### src/design/gpu_slab_bump_allocator_unit_assert.svh
// assertion macros for the slab allocator, empty when SYNTH is defined
`ifndef GPU_SLAB_BUMP_ALLOCATOR_UNIT_ASSERT_SVH
`define GPU_SLAB_BUMP_ALLOCATOR_UNIT_ASSERT_SVH
`ifndef SYNTH
`define GSBA_ASSERT_IMP(label, clk, rst_n, ante, cons, msg) \
    label: assert property (@(posedge clk) disable iff (!rst_n) (ante) |-> (cons)) \
        else $error(msg);
`define GSBA_ASSERT_NEXT(label, clk, rst_n, ante, cons, msg) \
    label: assert property (@(posedge clk) disable iff (!rst_n) (ante) |=> (cons)) \
        else $error(msg);
`else
`define GSBA_ASSERT_IMP(label, clk, rst_n, ante, cons, msg)
`define GSBA_ASSERT_NEXT(label, clk, rst_n, ante, cons, msg)
`endif
`endif

### src/design/gsba_pkg.sv
package gsba_pkg;

    localparam int DEFAULT_MAX_SLABS = 16;

    localparam int CNT_W = 48;
    localparam logic [CNT_W-1:0] CNT_MAX = {CNT_W{1'b1}};

    localparam logic [31:0] RESET_SLAB_BYTES = 32'd268435456;
    localparam logic [4:0] RESET_MIN_ALIGN_LOG2 = 5'd8;
    localparam logic [4:0] RESET_GRANULARITY_LOG2 = 5'd10;

    localparam logic [1:0] CFG_SLAB_BYTES = 2'd0;
    localparam logic [1:0] CFG_MIN_ALIGN_LOG2 = 2'd1;
    localparam logic [1:0] CFG_GRANULARITY_LOG2 = 2'd2;

    typedef enum logic [1:0] {
        FAULT_NONE = 2'd0,
        FAULT_TOO_BIG = 2'd1,
        FAULT_NO_SLAB = 2'd2
    } fault_t;

    typedef struct packed {
        logic [31:0] slab_bytes;
        logic [4:0] min_align_log2;
        logic [4:0] granularity_log2;
    } cfg_t;

    typedef struct packed {
        logic [31:0] request_bytes;
        logic [4:0] align_log2;
        logic is_texture;
    } req_t;

    typedef struct packed {
        logic [3:0] slab_index;
        logic [31:0] byte_offset;
        logic opened_slab;
        fault_t fault;
        logic [CNT_W-1:0] used_total;
        logic [CNT_W-1:0] wasted_total;
    } result_t;

    function automatic logic [CNT_W-1:0] sat_add(input logic [CNT_W-1:0] a,
                                                 input logic [CNT_W-1:0] b);
        logic [CNT_W:0] s;
        s = {1'b0, a} + {1'b0, b};
        return s[CNT_W] ? CNT_MAX : s[CNT_W-1:0];
    endfunction

endpackage

### src/design/gsba_alloc.sv
module gsba_alloc
    import gsba_pkg::*;
#(
    parameter int MAX_SLABS = DEFAULT_MAX_SLABS
)
(
    input  logic    clk,
    input  logic    rst_n,
    input  logic    fire,
    input  req_t    req,
    input  cfg_t    cfg,
    output result_t res
);

    localparam int SLAB_W = (MAX_SLABS > 1) ? $clog2(MAX_SLABS) : 1;

    logic              have_slab_reg, have_slab_next;
    logic [SLAB_W-1:0] cur_slab_reg, cur_slab_next;
    logic [32:0]       cursor_reg, cursor_next;
    logic              last_buf_reg, last_buf_next;
    logic [CNT_W-1:0]  used_reg, used_next;
    logic [CNT_W-1:0]  waste_reg, waste_next;

    logic [4:0]        lg_min;
    logic [4:0]        lg_eff;
    logic [33:0]       mask;
    logic [33:0]       cur_ext;
    logic [33:0]       aligned;
    logic              fits;
    logic              too_big;
    logic              last_slab;
    logic              open_new;
    logic              ok;
    fault_t            fault;
    logic [SLAB_W-1:0] slab_sel;
    logic [32:0]       tail;
    logic [33:0]       place_off;
    logic [33:0]       add_waste;
    logic [SLAB_W+3:0] slab_wide;

    always_comb
    begin
        lg_min = (cfg.min_align_log2 > req.align_log2) ? cfg.min_align_log2 : req.align_log2;
        // granularity applies when the kind flips between buffer and texture
        lg_eff = (last_buf_reg == req.is_texture && cfg.granularity_log2 > lg_min)
               ? cfg.granularity_log2 : lg_min;
        mask = (34'd1 << lg_eff) - 34'd1;
        cur_ext = {1'b0, cursor_reg};
        aligned = (cur_ext + mask) & ~mask;
        fits = ({1'b0, aligned} + 35'(req.request_bytes)) <= 35'(cfg.slab_bytes);
        too_big = req.request_bytes >= cfg.slab_bytes;
        last_slab = ((SLAB_W+1)'(cur_slab_reg) + (SLAB_W+1)'(1)) >= (SLAB_W+1)'(MAX_SLABS);
        open_new = !have_slab_reg || !fits;
        if (too_big)
        begin
            fault = FAULT_TOO_BIG;
        end
        else if (have_slab_reg && !fits && last_slab)
        begin
            fault = FAULT_NO_SLAB;
        end
        else
        begin
            fault = FAULT_NONE;
        end
        ok = (fault == FAULT_NONE);
        slab_sel = have_slab_reg ? (cur_slab_reg + SLAB_W'(1)) : '0;
        tail = (have_slab_reg && {1'b0, cfg.slab_bytes} > cursor_reg)
             ? ({1'b0, cfg.slab_bytes} - cursor_reg) : '0;
        place_off = open_new ? '0 : aligned;
        // a new slab wastes the old tail, an existing one wastes the padding
        add_waste = open_new ? {1'b0, tail} : (aligned - cur_ext);
    end

    always_comb
    begin
        have_slab_next = have_slab_reg;
        cur_slab_next = cur_slab_reg;
        cursor_next = cursor_reg;
        last_buf_next = last_buf_reg;
        used_next = used_reg;
        waste_next = waste_reg;
        if (fire && ok)
        begin
            have_slab_next = 1'b1;
            cur_slab_next = open_new ? slab_sel : cur_slab_reg;
            cursor_next = 33'(place_off + 34'(req.request_bytes));
            last_buf_next = !req.is_texture;
            used_next = sat_add(used_reg, CNT_W'(req.request_bytes));
            waste_next = sat_add(waste_reg, CNT_W'(add_waste));
        end
    end

    always_ff @(posedge clk or negedge rst_n)
    begin
        if (!rst_n)
        begin
            have_slab_reg <= 1'b0;
            cur_slab_reg <= '0;
            cursor_reg <= '0;
            last_buf_reg <= 1'b0;
            used_reg <= '0;
            waste_reg <= '0;
        end
        else
        begin
            have_slab_reg <= have_slab_next;
            cur_slab_reg <= cur_slab_next;
            cursor_reg <= cursor_next;
            last_buf_reg <= last_buf_next;
            used_reg <= used_next;
            waste_reg <= waste_next;
        end
    end

    always_comb
    begin
        slab_wide = (SLAB_W+4)'(cur_slab_next);
        res.slab_index = ok ? slab_wide[3:0] : 4'd0;
        res.byte_offset = ok ? place_off[31:0] : 32'd0;
        res.opened_slab = ok && open_new;
        res.fault = fault;
        res.used_total = used_next;
        res.wasted_total = waste_next;
    end

endmodule

### src/design/gpu_slab_bump_allocator_unit.sv
// the accepted item is held in the input register, then placed into the result register
// throughput: one item per cycle while out_stall is low, set by the placement and cursor update loop
// the input register refills while a finished result waits on out_stall
// reset: asynchronous active low; no slab open, cursor and totals zero, config at defaults
// config writes are always ready and take effect for the next item placed
module gpu_slab_bump_allocator_unit
    import gsba_pkg::*;
#(
    parameter int MAX_SLABS = DEFAULT_MAX_SLABS
)
(
    input  logic        clk,
    input  logic        rst_n,

    input  logic        in_valid,
    output logic        in_stall,
    input  logic [31:0] request_bytes,
    input  logic [4:0]  align_log2,
    input  logic        is_texture,

    output logic        out_valid,
    input  logic        out_stall,
    output logic [3:0]  slab_index,
    output logic [31:0] byte_offset,
    output logic        opened_slab,
    output logic [1:0]  fault,
    output logic [47:0] used_total,
    output logic [47:0] wasted_total,

    input  logic        cfg_valid,
    output logic        cfg_ready,
    input  logic [1:0]  cfg_index,
    input  logic [31:0] cfg_data
);

`include "gpu_slab_bump_allocator_unit_assert.svh"

    cfg_t    cfg_reg;
    logic    in_valid_reg, in_valid_next;
    req_t    req_reg;
    logic    out_valid_reg, out_valid_next;
    result_t res_reg;
    result_t res;
    logic    advance;
    logic    in_take;

    assign cfg_ready = 1'b1;

    always_ff @(posedge clk or negedge rst_n)
    begin
        if (!rst_n)
        begin
            cfg_reg.slab_bytes <= RESET_SLAB_BYTES;
            cfg_reg.min_align_log2 <= RESET_MIN_ALIGN_LOG2;
            cfg_reg.granularity_log2 <= RESET_GRANULARITY_LOG2;
        end
        else if (cfg_valid && cfg_ready)
        begin
            unique case (cfg_index)
                CFG_SLAB_BYTES:       cfg_reg.slab_bytes <= cfg_data;
                CFG_MIN_ALIGN_LOG2:   cfg_reg.min_align_log2 <= cfg_data[4:0];
                CFG_GRANULARITY_LOG2: cfg_reg.granularity_log2 <= cfg_data[4:0];
                default:              ;
            endcase
        end
    end

    // the held item moves on whenever the result register is free or draining
    assign advance = in_valid_reg && (!out_valid_reg || !out_stall);
    assign in_stall = in_valid_reg && !advance;
    assign in_take = in_valid && !in_stall;

    always_comb
    begin
        in_valid_next = in_valid_reg;
        if (in_take)
        begin
            in_valid_next = 1'b1;
        end
        else if (advance)
        begin
            in_valid_next = 1'b0;
        end

        out_valid_next = out_valid_reg;
        if (advance)
        begin
            out_valid_next = 1'b1;
        end
        else if (!out_stall)
        begin
            out_valid_next = 1'b0;
        end
    end

    always_ff @(posedge clk or negedge rst_n)
    begin
        if (!rst_n)
        begin
            in_valid_reg <= 1'b0;
            out_valid_reg <= 1'b0;
        end
        else
        begin
            in_valid_reg <= in_valid_next;
            out_valid_reg <= out_valid_next;
        end
    end

    always_ff @(posedge clk)
    begin
        if (in_take)
        begin
            req_reg.request_bytes <= request_bytes;
            req_reg.align_log2 <= align_log2;
            req_reg.is_texture <= is_texture;
        end
        if (advance)
        begin
            res_reg <= res;
        end
    end

    gsba_alloc #(
        .MAX_SLABS (MAX_SLABS)
    ) u_alloc (
        .clk   (clk),
        .rst_n (rst_n),
        .fire  (advance),
        .req   (req_reg),
        .cfg   (cfg_reg),
        .res   (res)
    );

    assign out_valid = out_valid_reg;
    assign slab_index = res_reg.slab_index;
    assign byte_offset = res_reg.byte_offset;
    assign opened_slab = res_reg.opened_slab;
    assign fault = res_reg.fault;
    assign used_total = res_reg.used_total;
    assign wasted_total = res_reg.wasted_total;

    `GSBA_ASSERT_IMP(a_fault_clears_place, clk, rst_n,
        out_valid_reg && res_reg.fault != FAULT_NONE,
        res_reg.slab_index == 4'd0 && res_reg.byte_offset == 32'd0 && !res_reg.opened_slab,
        "faulted item carries a placement")
    `GSBA_ASSERT_IMP(a_open_at_zero, clk, rst_n,
        out_valid_reg && res_reg.opened_slab,
        res_reg.byte_offset == 32'd0 && res_reg.fault == FAULT_NONE,
        "new slab item not at offset zero")
    `GSBA_ASSERT_NEXT(a_held_item_kept, clk, rst_n,
        in_valid_reg && !advance, in_valid_reg, "held item dropped")
    `GSBA_ASSERT_NEXT(a_drained_result, clk, rst_n,
        out_valid_reg && !out_stall && !advance, !out_valid_reg, "taken result repeated")

endmodule

### config.mk
export PLATFORM = sky130hd
export DESIGN_NAME = gpu_slab_bump_allocator_unit
export DESIGN_NICKNAME = d
export VERILOG_FILES = /design/src/design/gsba_pkg.sv /design/src/design/gsba_alloc.sv /design/src/design/gpu_slab_bump_allocator_unit.sv
export VERILOG_INCLUDE_DIRS = /design/src /design/src/design
export SDC_FILE = /design/constraint.sdc
export NUM_CORES = 1
export LEC_CHECK = 0
export BUFFER_PORTS_ARGS = -buffer_cell sky130_fd_sc_hd__clkbuf_2
export CELL_PAD_IN_SITES_DETAIL_PLACEMENT = 0
export CELL_PAD_IN_SITES_GLOBAL_PLACEMENT = 1
export CORE_MARGIN = 1
export CORE_UTILIZATION = 45
export DETAILED_ROUTE_END_ITERATION = 10
export HOLD_SLACK_MARGIN = 0.03
export MAX_ROUTING_LAYER = met4
export PLACE_DENSITY_LB_ADDON = 0.1
export SKIP_CTS_REPAIR_TIMING = 1
export SLEW_MARGIN = 25
export SYNTH_ARGS = -nofsm -noshare
export SYNTH_HDL_FRONTEND = slang
export SYNTH_SLANG_ARGS = --single-unit
### constraint.sdc
create_clock -name clk -period 30.5 [get_ports clk]
set_clock_uncertainty 0.1 [all_clocks]
set_input_delay 1.525 -clock clk [delete_from_list [all_inputs] [get_ports clk]]
set_output_delay 1.525 -clock clk [all_outputs]
set_load 0.01 [all_outputs]
==> flow_metrics.py <==
metrics = {
    "yosys": {
        "seq_area_frac_synth_pct": 35.6,
        "synthTopCellsByCount": "nand2_1 (288), ha_1 (272), nor2_1 (272), o21ai_0 (252), a21oi_1 (204)",
        "synthMuxAreaShare_pct": 1.84,
        "synth_most_common_cell": "nand2_1",
        "synth_area_um2": 27200,
        "yosysTopAreaCell": "edfxtp_1",
        "netlist.area_leader.share_pct": 19.1,
        "synthAdderAreaFrac_pct": 13.0,
        "ys_types": 96,
        "synth_area_leaders": "edfxtp_1 (19%), dfrtp_1 (16%), ha_1 (13%)",
        "synth-simple-area-share_pct": 17.0,
        "synth_top_family_by_area": "compound AO/OA/AOI/OAI gates",
        "ys.flop_type": "dfrtp_1",
        "syn_avg_cell_area_um2": 8.91,
        "yosysWarnings": 0,
        "ys_seq_elements": 352,
        "syn_inst": 3049,
        "synthArstFlopShare_pct": 50.9,
        "syn_nets": 3404,
        "synth_xor_area_share_pct": 6.03,
        "synth_compound_area_share_pct": 22.5,
        "synth_edf_count": 173,
    },
    "routing": {
        "vias": 24225,
        "dr.pass1.iters": 8,
        "final_antenna_net_count": 0,
        "vias_per_cell": 5.97,
        "drt_iter0_markers": 1879,
        "wire_per_inst_um": 21.9,
        "wirelength_mm": 89.0,
        "route.detailed.drc": 4,
    },
    "finish": {
        "multi_input_area_um2": 16500,
        "nets": 3603,
        "area_growth_pct": 12.1,
        "fillers": 5621,
        "seqCellArea_um2": 9680,
        "drive_gt1_share_pct": 12.5,
        "post-route-cell-area_um2": 30500,
    },
    "floorplanning": {
        "core_area_um2": 59400,
        "initial_utilization_pct": 45.8,
        "fp-row-count": 89,
        "ios": 215,
        "die_h_um": 248,
        "die_w_um": 248,
        "die_area_um2": 61400,
    },
    "cts": {
        "cts.clk_slew.worst_paths_ns": 0.06,
        "cts.sinks": 352,
        "tritoncts": "built",
        "cts_max_level": 2,
        "clock_latency_ns": 0.59,
        "cts-root-buf": "clkbuf_16",
        "cts.path.max_buffers": 3,
        "numCtsBuffers": 43,
    },
    "setup_path": {
        "required_ns": 30.73,
        "start_kind": "register",
        "crit_path_end_kind": "register",
        "slowest_stage": "o221ai_1",
        "crit_path_frequent_cell": "a21o_1",
        "cp_slowest_stage_delay_ns": 0.75,
        "worst-setup-path-type": "register to register",
        "critPathMaxFanout": 37,
        "critPathArrivalTime_ns": 20.21,
    },
    "place": {
        "place_congestion": 1.04,
        "hpwl_mm": 69.8,
        "io_buffers": 213,
        "placed_cell_area_um2": 29100,
    },
    "grt": {
        "grt_util_met3_pct": 4.00,
        "grt_first_pass_wirelength_mm": 136,
        "grtUsageMet1_pct": 42.4,
        "antenna_found_initial": 1,
        "grt_pass1_vias": 23194,
        "grt_max_degree": 86,
        "gr-max-usage-layer": "met2",
        "track_usage_pct": 29.6,
        "grt_util_met2_pct": 42.7,
        "overflow": 0,
    },
    "sta": {
        "fmax_mhz": 50.0,
        "hold_viol": 0,
        "finalSetupViolations": 0,
        "fin_crit_sh_pct": 65.5,
        "drv_slew": 0,
        "finalSetupTns_ns": 0,
        "worst_slew_pin_slew_ns": 1.08,
        "slew_headroom_pct": 28.0,
        "final.min_clock_period_ns": 19.98,
        "rsz0062_at_grt": "false",
    },
    "min_path": {
        "min_path_type": "register to register",
    },
    "job": {
        "max-cap-violations": 0,
    },
    "outcome": {
        "status": "finished with violations",
        "violations": "design-rule violations",
    },
}
==> worst max-delay path: cells and delay by family (launching register included) <==
kind                     cells  cell delay [ns]
AO/OA/AOI/OAI               38             9.87
XOR/XNOR                     1             0.15
adder cells (fa/ha/maj)      9             2.86
buffers and inverters        8             1.73
flip-flops                   1             0.39
multiplexers                 2             0.77
AND/OR/NAND/NOR             18             3.79
==> kinds of logic (layout without fill, tap and decap cells) <==
family                     count (synthesis)  after routing
AOI/OAI and AO/OA                        939            939
DFF                                      352            352
xor gates and xnor gates                 187            187
adders and majority gates                280            280
muxes                                     46             46
other                                      2              4
buffers and inverters                    274            507
and+or+nand+nor                          969            969
==> metrics by stage <==
step / setup slack [ns] / hold slack [ns] / utilization [%] / cells
6_report: 10.52 / 0.391 / 51.3 / 4057
4_1_cts: 10.41 / 0.386 / 51.3 / 4055
5_1_grt: 8.87 / 0.408 / 51.3 / 4056
2_1_floorplan: 14.36 / 0.351 / - / 3049
3_5_place_dp: 10.47 / 0.377 / 49.0 / 3976
3_3_place_gp: 11.07 / 0.365 / 49.0 / 3976
==> layout make-up <==
type                    count  share of cell area, %
diodes                      2                 0.0164
clock buffers              57                   3.87
clock inverters            22                  0.641
inverters                 193                   2.39
multi-input cells        2423                   54.1
flip-flops and latches    352                   31.8
well taps                 773                   3.17
repair buffers            235                   4.07
==> per-layer routing <==
| metal | vias to the layer above | part of all wire (%) | wire, µm |
|---|---|---|---|
| met2 | 816 | 42 | 37400 |
| met1 | 11665 | 49 | 43200 |
| li1 | 11609 | - | - |
| met4 | 0 | 3.4 | 3000 |
| met3 | 135 | 6.1 | 5440 |
| met5 | - | 0 | 0 |
==> placed cells by master (no fill, tap or decap), types with 15 or more instances in the layout <==
master / n
nand2_1: 288
nor2_1: 272
ha_1: 271
o21ai_0: 252
clkbuf_2: 212
a21oi_1: 203
inv_1: 189
dfrtp_1: 175
edfxtp_1: 173
xnor2_1: 117
a21o_1: 81
xor2_1: 70
a31oi_1: 63
nor3_1: 59
nand3_1: 58
nand2b_1: 53
nand4_1: 49
clkbuf_16: 43
o21a_1: 38
mux2_2: 32
and3_1: 32
o21bai_1: 32
o22ai_1: 30
nor2b_1: 29
a211oi_1: 28
and2_1: 25
or3_1: 22
buf_4: 22
o211ai_1: 20
nor4_1: 15
or2_2: 15
==> final timing paths <==
kind | from | slack [ns] | end | depth (start not counted)
min in group asynchronous | rst_n | 0.86 | cfg_reg[4]$_DFFE_PN0P_ | 1
min reg2reg | in_valid_reg$_DFFE_PN0P_ | 0.39 | out_valid$_DFFE_PN0P_ | 1
max | req_reg[3]$_DFFE_PP_ | 10.52 | wasted_total[39]$_DFFE_PP_ | 76
max in group asynchronous | rst_n | 28.10 | u_alloc.used_reg[10]$_DFF_PN0_ | 2
max reg2reg | req_reg[3]$_DFFE_PP_ | 10.52 | wasted_total[39]$_DFFE_PP_ | 76
min | in_valid_reg$_DFFE_PN0P_ | 0.39 | out_valid$_DFFE_PN0P_ | 1
Power is not shown: default switching activity piles up to over one toggle a cycle in this logic, so the estimate is an artifact.
